==> src/hw/rtl/pbla_pkg.sv <==
// ----------------------------------------------------------------------------
// pbla_pkg
// Types and constants shared by the priority budget load admission block.
// ----------------------------------------------------------------------------
package pbla_pkg;

    localparam int CONS_W   = 16;
    localparam int BUDGET_W = 24;
    localparam int PRIO_W   = 2;
    localparam int RAW_W    = 3;
    localparam int DATA_W   = 32;
    localparam int ADDR_W   = 3;

    localparam logic [RAW_W-1:0]  PRIO_MIN     = 3'd1;
    localparam logic [RAW_W-1:0]  PRIO_MAX     = 3'd3;
    localparam logic [PRIO_W-1:0] PRIO_DEFAULT = 2'd2;

    // Value of the top address bit that selects the budget register.
    localparam logic REG_BUDGET = 1'b0;

    typedef struct packed {
        logic [CONS_W-1:0] consumption;
        logic [RAW_W-1:0]  priority_raw;
        logic              last_device;
    } t_item;

    typedef struct packed {
        logic [3:0]          device_index;
        logic [PRIO_W-1:0]   priority_res;
        logic [CONS_W-1:0]   consumption_out;
        logic                powered_on;
        logic [BUDGET_W-1:0] total_used;
        logic [BUDGET_W-1:0] remaining;
        logic                last_result;
    } t_result;

    // Classified request as held in the queue.
    typedef struct packed {
        logic [PRIO_W-1:0] prio;
        logic [CONS_W-1:0] cons;
        logic              last;
    } t_dev_rec;

    typedef struct packed {
        logic full;
        logic empty;
    } t_q_status;

endpackage

==> src/hw/rtl/priority_budget_load_admission_top.sv <==
// ----------------------------------------------------------------------------
// priority_budget_load_admission_top
// Greedy priority load shedding: collects device records, then admits them
// in priority and consumption order against a programmable energy budget.
// ----------------------------------------------------------------------------
// Flow: requests are taken while the queue is not full; after the last request
// the back part emits the results one at a time, each after a full scan of the
// device store, whose single read port sets the pace of a run. The store is
// scanned once for every result.
// Reset: synchronous, active low; clears control state and the budget to 0.
// The device store is not cleared. Results cannot be stalled by the receiver.
module priority_budget_load_admission_top #(
    parameter int MAX_DEVICES      = 16,
    parameter int CONSUMPTION_BITS = 16
) (
    input  logic                          i_clk,
    input  logic                          i_rst_n,
    input  logic                          start,
    output logic                          busy,
    input  pbla_pkg::t_item               i_item,
    output logic                          o_strobe,
    output pbla_pkg::t_result             o_result,
    input  logic                          psel,
    input  logic                          penable,
    input  logic                          pwrite,
    input  logic [pbla_pkg::ADDR_W-1:0]   paddr,
    input  logic [pbla_pkg::DATA_W-1:0]   pwdata,
    output logic [pbla_pkg::DATA_W-1:0]   prdata,
    output logic                          pready
);

    logic [pbla_pkg::BUDGET_W-1:0] r_budget;
    logic                          cfg_wr;
    logic                          push;
    logic                          pop;
    pbla_pkg::t_dev_rec            front_rec;
    pbla_pkg::t_dev_rec            q_rec;
    pbla_pkg::t_q_status           q_status;

    assign pready = 1'b1;
    assign cfg_wr = psel && penable && pwrite && pready
                 && (paddr[pbla_pkg::ADDR_W-1] == pbla_pkg::REG_BUDGET);

    always_ff @(posedge i_clk) begin
        if (!i_rst_n) begin
            r_budget <= '0;
        end else if (cfg_wr) begin
            r_budget <= pwdata[pbla_pkg::BUDGET_W-1:0];
        end
    end

    always_comb begin
        if (paddr[pbla_pkg::ADDR_W-1] == pbla_pkg::REG_BUDGET) begin
            prdata = pbla_pkg::DATA_W'(r_budget);
        end else begin
            prdata = '0;
        end
    end

    pbla_front u_front (
        .start      (start),
        .i_item     (i_item),
        .i_q_status (q_status),
        .busy       (busy),
        .o_push     (push),
        .o_rec      (front_rec)
    );

    pbla_queue u_queue (
        .i_clk    (i_clk),
        .i_rst_n  (i_rst_n),
        .i_push   (push),
        .i_rec    (front_rec),
        .i_pop    (pop),
        .o_rec    (q_rec),
        .o_status (q_status)
    );

    pbla_back #(
        .MAX_DEVICES      (MAX_DEVICES),
        .CONSUMPTION_BITS (CONSUMPTION_BITS)
    ) u_back (
        .i_clk      (i_clk),
        .i_rst_n    (i_rst_n),
        .i_budget   (r_budget),
        .i_rec      (q_rec),
        .i_q_status (q_status),
        .o_pop      (pop),
        .o_strobe   (o_strobe),
        .o_result   (o_result)
    );

endmodule

==> src/hw/rtl/pbla_front.sv <==
// ----------------------------------------------------------------------------
// pbla_front
// Accepts requests and classifies them, replacing an invalid priority.
// ----------------------------------------------------------------------------
module pbla_front (
    input  logic                start,
    input  pbla_pkg::t_item     i_item,
    input  pbla_pkg::t_q_status i_q_status,
    output logic                busy,
    output logic                o_push,
    output pbla_pkg::t_dev_rec  o_rec
);

    logic                        prio_ok;

    assign busy    = i_q_status.full;
    assign o_push  = start && !i_q_status.full;
    assign prio_ok = (i_item.priority_raw >= pbla_pkg::PRIO_MIN)
                  && (i_item.priority_raw <= pbla_pkg::PRIO_MAX);

    always_comb begin
        o_rec.cons = i_item.consumption;
        o_rec.last = i_item.last_device;
        if (prio_ok) begin
            o_rec.prio = i_item.priority_raw[pbla_pkg::PRIO_W-1:0];
        end else begin
            o_rec.prio = pbla_pkg::PRIO_DEFAULT;
        end
    end

endmodule

==> src/hw/rtl/pbla_queue.sv <==
// ----------------------------------------------------------------------------
// pbla_queue
// Two-entry queue of classified requests between the front and back parts.
// ----------------------------------------------------------------------------
module pbla_queue (
    input  logic                i_clk,
    input  logic                i_rst_n,
    input  logic                i_push,
    input  pbla_pkg::t_dev_rec  i_rec,
    input  logic                i_pop,
    output pbla_pkg::t_dev_rec  o_rec,
    output pbla_pkg::t_q_status o_status
);

    pbla_pkg::t_dev_rec r_entry [2];
    logic               r_wr_ptr;
    logic               r_rd_ptr;
    logic [1:0]         r_fill;

    assign o_rec           = r_entry[r_rd_ptr];
    assign o_status.full   = r_fill[1];
    assign o_status.empty  = (r_fill == 2'd0);

    always_ff @(posedge i_clk) begin
        if (!i_rst_n) begin
            r_wr_ptr <= 1'b0;
            r_rd_ptr <= 1'b0;
            r_fill   <= 2'd0;
        end else begin
            if (i_push) begin
                r_wr_ptr <= !r_wr_ptr;
            end
            if (i_pop) begin
                r_rd_ptr <= !r_rd_ptr;
            end
            case ({i_push, i_pop})
                2'b10:   r_fill <= r_fill + 2'd1;
                2'b01:   r_fill <= r_fill - 2'd1;
                default: r_fill <= r_fill;
            endcase
        end
    end

    always_ff @(posedge i_clk) begin
        if (i_push) begin
            r_entry[r_wr_ptr] <= i_rec;
        end
    end

endmodule

==> src/hw/rtl/pbla_back.sv <==
// ----------------------------------------------------------------------------
// pbla_back
// Stores device records and, on the last one, emits them in priority and
// consumption order with greedy admission against the budget.
// ----------------------------------------------------------------------------
module pbla_back #(
    parameter int MAX_DEVICES      = 16,
    parameter int CONSUMPTION_BITS = 16
) (
    input  logic                                i_clk,
    input  logic                                i_rst_n,
    input  logic [pbla_pkg::BUDGET_W-1:0]       i_budget,
    input  pbla_pkg::t_dev_rec                  i_rec,
    input  pbla_pkg::t_q_status                 i_q_status,
    output logic                                o_pop,
    output logic                                o_strobe,
    output pbla_pkg::t_result                   o_result
);

    localparam int CW    = (CONSUMPTION_BITS < pbla_pkg::CONS_W) ?
                           CONSUMPTION_BITS : pbla_pkg::CONS_W;
    localparam int IW    = (MAX_DEVICES > 1) ? $clog2(MAX_DEVICES) : 1;
    localparam int CNTW  = $clog2(MAX_DEVICES + 1);
    localparam int ENT_W = pbla_pkg::PRIO_W + CW;
    localparam int KEY_W = ENT_W + IW;
    localparam int SUM_W = pbla_pkg::BUDGET_W + 1;

    localparam logic S_LOAD = 1'b0;
    localparam logic S_SCAN = 1'b1;

    logic [ENT_W-1:0]              r_mem [MAX_DEVICES];
    logic [ENT_W-1:0]              r_rd_data;
    logic                          r_state;
    logic [CNTW-1:0]               r_count;
    logic [CNTW-1:0]               r_n;
    logic [CNTW-1:0]               r_addr;
    logic [CNTW-1:0]               r_emitted;
    logic                          r_rd_vld;
    logic [IW-1:0]                 r_rd_idx;
    logic                          r_first;
    logic                          r_best_vld;
    logic [KEY_W-1:0]              r_best_key;
    logic [KEY_W-1:0]              r_prev_key;
    logic [pbla_pkg::BUDGET_W-1:0] r_total;
    logic                          r_strobe;
    pbla_pkg::t_result             r_res;

    logic                          store;
    logic [CNTW-1:0]               count_after;
    logic [KEY_W-1:0]              cand_key;
    logic                          better;
    logic                          scan_done;
    logic                          run_end;
    logic [CNTW-1:0]               emitted_inc;
    logic [pbla_pkg::PRIO_W-1:0]   best_prio;
    logic [CW-1:0]                 best_cons;
    logic [IW-1:0]                 best_idx;
    logic [SUM_W-1:0]              sum;
    logic                          fits;
    logic [pbla_pkg::BUDGET_W-1:0] n_total;

    assign o_pop       = (r_state == S_LOAD) && !i_q_status.empty;
    assign store       = o_pop && (r_count < CNTW'(MAX_DEVICES));
    assign count_after = store ? r_count + 1'b1 : r_count;

    // Keys are unique because the load position is the least significant
    // part, so each pass picks the smallest key above the previous result.
    assign cand_key  = {r_rd_data, r_rd_idx};
    assign better    = r_rd_vld && (r_first || (cand_key > r_prev_key))
                    && (!r_best_vld || (cand_key < r_best_key));
    assign scan_done = (r_addr == r_n) && !r_rd_vld;
    assign emitted_inc = r_emitted + 1'b1;
    assign run_end   = (emitted_inc == r_n);

    assign best_prio = r_best_key[KEY_W-1 -: pbla_pkg::PRIO_W];
    assign best_cons = r_best_key[IW +: CW];
    assign best_idx  = r_best_key[IW-1:0];

    assign sum     = {1'b0, r_total} + SUM_W'(best_cons);
    assign fits    = (sum <= {1'b0, i_budget});
    assign n_total = fits ? sum[pbla_pkg::BUDGET_W-1:0] : r_total;

    always_ff @(posedge i_clk) begin
        if (!i_rst_n) begin
            r_state    <= S_LOAD;
            r_count    <= '0;
            r_n        <= '0;
            r_addr     <= '0;
            r_emitted  <= '0;
            r_rd_vld   <= 1'b0;
            r_first    <= 1'b1;
            r_best_vld <= 1'b0;
            r_total    <= '0;
            r_strobe   <= 1'b0;
        end else begin
            r_strobe <= 1'b0;
            unique case (r_state)
                S_LOAD: begin
                    if (o_pop) begin
                        r_count <= count_after;
                        if (i_rec.last) begin
                            r_state    <= S_SCAN;
                            r_n        <= count_after;
                            r_addr     <= '0;
                            r_rd_vld   <= 1'b0;
                            r_first    <= 1'b1;
                            r_best_vld <= 1'b0;
                            r_emitted  <= '0;
                            r_total    <= '0;
                        end
                    end
                end
                S_SCAN: begin
                    r_rd_vld <= (r_addr != r_n);
                    if (r_addr != r_n) begin
                        r_addr <= r_addr + 1'b1;
                    end
                    if (better) begin
                        r_best_vld <= 1'b1;
                        r_best_key <= cand_key;
                    end
                    if (scan_done) begin
                        r_strobe   <= 1'b1;
                        r_total    <= n_total;
                        r_prev_key <= r_best_key;
                        r_first    <= 1'b0;
                        r_best_vld <= 1'b0;
                        r_addr     <= '0;
                        r_emitted  <= emitted_inc;
                        if (run_end) begin
                            r_state <= S_LOAD;
                            r_count <= '0;
                        end
                    end
                end
                default: begin
                    r_state <= S_LOAD;
                end
            endcase
        end
    end

    always_ff @(posedge i_clk) begin
        if (store) begin
            r_mem[r_count[IW-1:0]] <= {i_rec.prio, i_rec.cons[CW-1:0]};
        end
        r_rd_data <= r_mem[r_addr[IW-1:0]];
        r_rd_idx  <= r_addr[IW-1:0];
        if ((r_state == S_SCAN) && scan_done) begin
            r_res.device_index    <= 4'(best_idx);
            r_res.priority_res    <= best_prio;
            r_res.consumption_out <= pbla_pkg::CONS_W'(best_cons);
            r_res.powered_on      <= fits;
            r_res.total_used      <= n_total;
            r_res.remaining       <= i_budget - n_total;
            r_res.last_result     <= run_end;
        end
    end

    assign o_strobe = r_strobe;
    assign o_result = r_res;

`ifndef SYNTH
    a_strobe_from_scan: assert property (@(posedge i_clk) disable iff (!i_rst_n)
        o_strobe |-> $past(r_state == S_SCAN))
        else $error("result issued outside an evaluation run");

    a_total_within_budget: assert property (@(posedge i_clk) disable iff (!i_rst_n)
        o_strobe |-> (SUM_W'(o_result.total_used) + SUM_W'(o_result.remaining)
                      == SUM_W'(i_budget)))
        else $error("admitted total exceeds the budget");

    a_count_bound: assert property (@(posedge i_clk) disable iff (!i_rst_n)
        r_count <= CNTW'(MAX_DEVICES))
        else $error("device count beyond capacity");

    a_run_ends_in_load: assert property (@(posedge i_clk) disable iff (!i_rst_n)
        (o_strobe && o_result.last_result) |-> (r_state == S_LOAD && r_count == '0))
        else $error("run did not return to loading after its final result");
`endif

endmodule
==> config.mk <==
export PLATFORM = sky130hd
export DESIGN_NAME = priority_budget_load_admission_top
export DESIGN_NICKNAME = d
export VERILOG_FILES = /design/src/hw/rtl/pbla_pkg.sv /design/src/hw/rtl/priority_budget_load_admission_top.sv /design/src/hw/rtl/pbla_front.sv /design/src/hw/rtl/pbla_queue.sv /design/src/hw/rtl/pbla_back.sv
export SDC_FILE = /design/constraint.sdc
export NUM_CORES = 1
export LEC_CHECK = 0
export BUFFER_PORTS_ARGS = -buffer_cell sky130_fd_sc_hd__buf_2
export CORE_MARGIN = 8
export CORE_UTILIZATION = 30
export CTS_BUF_LIST = sky130_fd_sc_hd__clkbuf_16
export CTS_CLUSTER_DIAMETER = 200
export DETAILED_ROUTE_END_ITERATION = 8
export PLACE_DENSITY = 0.54
export RECOVER_POWER = 100
export SKIP_CTS_REPAIR_TIMING = 1
export SLEW_MARGIN = 40
export SYNTH_ARGS = -nofsm -noshare
export SYNTH_HDL_FRONTEND = slang
export SYNTH_SLANG_ARGS = --single-unit
==> constraint.sdc <==
create_clock -name i_clk -period 14.5 [get_ports i_clk]
set_input_delay 2.9 -clock i_clk [delete_from_list [all_inputs] [get_ports i_clk]]
set_output_delay 2.9 -clock i_clk [all_outputs]
set_load 0.02 [all_outputs]
==> results summary <==
The final reports fail on capacitance limit, slew limit. The remaining global-route overflow is 0. The number of antenna violations at the first check in global routing is 0. The number of core rows came out at 103.

Entering global routing, the biggest net connects 66 pins. Input and output buffers added on the ports amount to 148. The total instance count after detailed placement is 2765.

The half-perimeter wire length of the detailed placement result is 36600 microns. The slew of the pin with the lowest slew margin is 3.84 ns. Measured against its own limit, the worst slew margin works out to -1.56.

The peak supply drop came out at 93.7 uV. The run finished, with violations left. The count of nets left with antenna violations after detail routing came out at 0. For the worst-skew pair, the clock arrives at the later sink with an insertion delay of 0.63 ns. Of the cells placed in the final design, the portion with a size suffix greater than 1 is 0.117. The number of max-slew violations in the final report came out at 660. The total vias in the final route came out at 13600. TritonCTS built the clock tree.

The wire length per cell after detailed routing is 19.5 microns. Power spread over the standard cell area amounts to 160 mW/mm^2. The initial cell density of the core came out at 0.302. By count the netlist is led by sky130_fd_sc_hd__edfxtp_1, sky130_fd_sc_hd__ha_1, sky130_fd_sc_hd__inv_1, sky130_fd_sc_hd__dfxtp_1, sky130_fd_sc_hd__nand2_1. In this run, the number of DRC markers left after iteration 0 of detailed routing was 818.

At the end of routability-driven placement, the weighted congestion stood at 0.780. The share of the Yosys chip area taken by registers is 0.643. Leaving out filler cells and counting taps, the final layout contains 2867. The data arrival at the endpoint of the critical path came out at 10.00 ns.

The number of unique standard cell types used by synthesis came out at 72. The worst path required time came out at 14.94 ns. The hold violation total from the final report came out at 0.

The path class of the tightest hold or removal check is flop to flop. The layout overhead on the synthesized area came out at 14.4%. The footprint of the multi-input gates is 0.00780 sq mm. Setup repair after global routing left no endpoint under its margin.

The setup total negative slack came out at 0 ns. The final critical-path share of the clock period came out at 0.659. In this run the standard cell core region covers 0.0787 sq mm. The first-pass GRT wire length is 85400 microns. The cell area that synthesis handed to floorplanning was 0.0237 sq mm. The cell taking the most area after synthesis is sky130_fd_sc_hd__edfxtp_1. The synthesized area divided by synthesized cell count came out at 14.9 sq um. The synthesized flop and latch total is 542. The die span in x came out at 297 microns. The worst setup path is launched from a flop. The number of instances in the synthesized netlist came out at 1597. The wire length after detailed routing is 55800 microns.

The area of the die came out at 0.0884 sq mm. The number of enable flip-flop cells after synthesis is 442. Static timing analysis puts the maximum clock frequency at 105 MHz. For this run, the leading register cell type out of synthesis is sky130_fd_sc_hd__edfxtp_1.

The tree is rooted in a sky130_fd_sc_hd__clkbuf_16. The area share of the largest cell type after synthesis is 0.559. The residual DRC count is 0.

At the end of the flow, the number of nets in the layout was 1948. The aggregate global-route resource usage came out at 0.123. The count of fill cells added during filler insertion came out at 7651. The count of yosys warnings during synthesis is 0.

Counting flops with an async set or reset pin after synthesis yields a share of 0. No sink is reached through more buffers than the 3 on the longest clock path. STA classifies the critical path endpoint as a flop. The number of buffers created by CTS came out at 55.

The leading cell type by number of instances after synthesis is sky130_fd_sc_hd__edfxtp_1. The height of the die came out at 297 microns. The clock period minus worst slack is 9.55 ns. The area taken by flip-flops and latches came out at 0.0153 sq mm. 168 I/O pins were placed. By area the synthesized netlist is led by sky130_fd_sc_hd__edfxtp_1, sky130_fd_sc_hd__mux4_2, sky130_fd_sc_hd__dfxtp_1. In this run the static leakage power is 9.44 nW. In this run the worst path has a maximum fanout of 27. The number of optimization iterations in the first detailed-route pass is 5.

The number of global-route vias before repair was 14000. The clock net in this run drives a total of 542 sinks. The count of endpoints failing setup in the final report came out at 0. The critical path class is flop to flop.

The count of maximum capacitance violations is 26. The clock tree synthesis step divided the H-tree into 2 levels. The via density per instance came out at 4.73.

The final setup skew came out at 0.0448 ns. The clock input transition at the sequential cells of the worst setup and hold paths is 0.06 ns.
-- per-layer routing --
layer / wire [microns] / GRT usage
met5: 0 / 0
met3: 2570 / 0.0238
met4: 1200 / 0.0318
met2: 27600 / 0.214
met1: 24400 / 0.156
-- sequential cells by signal, indices dropped and copies added, names as in the netlist, 2 cells and up, named ones only --
name / count
u_back.r_emitted: 5
u_back.r_prev_key: 22
u_queue.r_fill: 2
u_back.r_total: 24
u_back.r_rd_idx: 4
u_back.r_count: 5
r_budget: 24
u_back.r_best_key: 22
u_back.r_mem: 288
u_back.o_result: 72
u_back.r_rd_data: 18
u_back.r_addr: 5
u_back.r_n: 5
u_queue.r_entry: 38
-- stage by stage --
stage / instance area [sq um] / power [W] / setup WS, ns / util / hold WS, ns
3_5_place_dp: 25800 / 0.00312 / 6.38 / 0.328 / 0.443
4_1_cts: 27500 / 0.00444 / 6.38 / 0.349 / 0.461
5_1_grt: 27200 / 0.00460 / 4.22 / 0.345 / 0.477
2_1_floorplan: 23800 / 0.00279 / 7.96 / - / 0.354
3_3_place_gp: 25800 / 0.00309 / 6.04 / 0.327 / 0.449
6_report: 27200 / 0.00435 / 4.95 / 0.345 / 0.464
-- placed cells by master, fill, tap and decap left out, types with 4 or more instances in the layout --
master	instances
sky130_fd_sc_hd__buf_2	42
sky130_fd_sc_hd__o21a_1	14
sky130_fd_sc_hd__mux2i_1	9
sky130_fd_sc_hd__mux2_2	4
sky130_fd_sc_hd__nor2_1	88
sky130_fd_sc_hd__ha_1	113
sky130_fd_sc_hd__a21oi_1	52
sky130_fd_sc_hd__dfxtp_1	100
sky130_fd_sc_hd__mux4_2	90
sky130_fd_sc_hd__clkinv_1	12
sky130_fd_sc_hd__a2111oi_0	4
sky130_fd_sc_hd__nand3_1	21
sky130_fd_sc_hd__nand4_1	15
sky130_fd_sc_hd__nor2b_1	10
sky130_fd_sc_hd__inv_1	134
sky130_fd_sc_hd__and2_1	7
sky130_fd_sc_hd__o2111ai_1	4
sky130_fd_sc_hd__xor2_1	27
sky130_fd_sc_hd__a21boi_0	29
sky130_fd_sc_hd__nand2b_1	11
sky130_fd_sc_hd__clkbuf_16	55
sky130_fd_sc_hd__clkbuf_1	132
sky130_fd_sc_hd__a22o_1	20
sky130_fd_sc_hd__and2_0	5
sky130_fd_sc_hd__or3_1	5
sky130_fd_sc_hd__xnor2_1	46
sky130_fd_sc_hd__nand2_1	99
sky130_fd_sc_hd__o21bai_1	8
sky130_fd_sc_hd__and3_1	12
sky130_fd_sc_hd__o211a_1	4
sky130_fd_sc_hd__nor4_1	4
sky130_fd_sc_hd__o211ai_1	8
sky130_fd_sc_hd__o21ai_0	41
sky130_fd_sc_hd__a21o_1	26
sky130_fd_sc_hd__mux2_1	29
sky130_fd_sc_hd__conb_1	9
sky130_fd_sc_hd__a31oi_1	7
sky130_fd_sc_hd__nor3_1	13
sky130_fd_sc_hd__edfxtp_1	442
-- where the power goes --
group | leakage (nW) | internal, W | switching [W] | total, W
registers | 4.81 | 0.00197 | 0.000102 | 0.00207
clock network | 0.878 | 0.000705 | 0.000590 | 0.00129
logic | 3.75 | 0.000377 | 0.000606 | 0.000983
total | 9.44 | 0.00305 | 0.00130 | 0.00435
-- worst max-delay path: stages (launching register included) --
cell                        delay [ns]
sky130_fd_sc_hd__edfxtp_1         0.43
sky130_fd_sc_hd__ha_1             0.37
sky130_fd_sc_hd__a2111oi_0        0.41
sky130_fd_sc_hd__o21ai_0          0.22
sky130_fd_sc_hd__a31oi_1          0.36
sky130_fd_sc_hd__o21ba_1          0.26
sky130_fd_sc_hd__o2111ai_1        0.16
sky130_fd_sc_hd__a21oi_1          0.23
sky130_fd_sc_hd__xnor2_1          0.18
sky130_fd_sc_hd__ha_1             0.36
sky130_fd_sc_hd__nand4_1          0.16
sky130_fd_sc_hd__nor3_1           0.50
sky130_fd_sc_hd__nand3_1          0.22
sky130_fd_sc_hd__and3_1           0.24
sky130_fd_sc_hd__a221o_1          0.43
sky130_fd_sc_hd__nor2_1           1.63
sky130_fd_sc_hd__mux2_1           0.45
sky130_fd_sc_hd__inv_1            0.07
sky130_fd_sc_hd__ha_1             0.26
sky130_fd_sc_hd__o21a_1           0.21
sky130_fd_sc_hd__o31a_1           0.16
sky130_fd_sc_hd__o311ai_0         0.85
sky130_fd_sc_hd__a21oi_1          0.28
sky130_fd_sc_hd__o211ai_1         0.39
sky130_fd_sc_hd__nand2_1          0.14
sky130_fd_sc_hd__o32a_1           0.35
sky130_fd_sc_hd__o211ai_1         0.10
-- logic make-up after synthesis --
logic type,synth area share
AO/OA/AOI/OAI,0.0728
other,0.000316
multiplexers,0.105
XOR/XNOR,0.0269
AND/OR/NAND/NOR,0.0615
flip-flops,0.643
buffers and inverters,0.0293
adder cells (fa/ha/maj),0.0612
-- cell type report --
type	count	share of cell area
Clock inverter	46	0.00990
Inverter	110	0.0152
Multi-Input combinational cell	887	0.287
Sequential cell	542	0.562
Clock buffer	55	0.0507
Timing Repair Buffer	176	0.0264
Tap cell	1050	0.0484
Antenna cell	1	0.0000921
-- worst paths after layout --
check,from,slack (ns),to,cells past startpoint
setup / recovery,u_back.r_best_key[10],4.95,u_back.o_result[24],26
hold / removal,u_back.r_rd_idx[0],0.46,u_back.r_best_key[0],0
setup reg to reg,u_back.r_best_key[10],4.95,u_back.o_result[24],26
hold reg to reg,u_back.r_rd_idx[0],0.46,u_back.r_best_key[0],0
(Power assumes the default switching activity.)
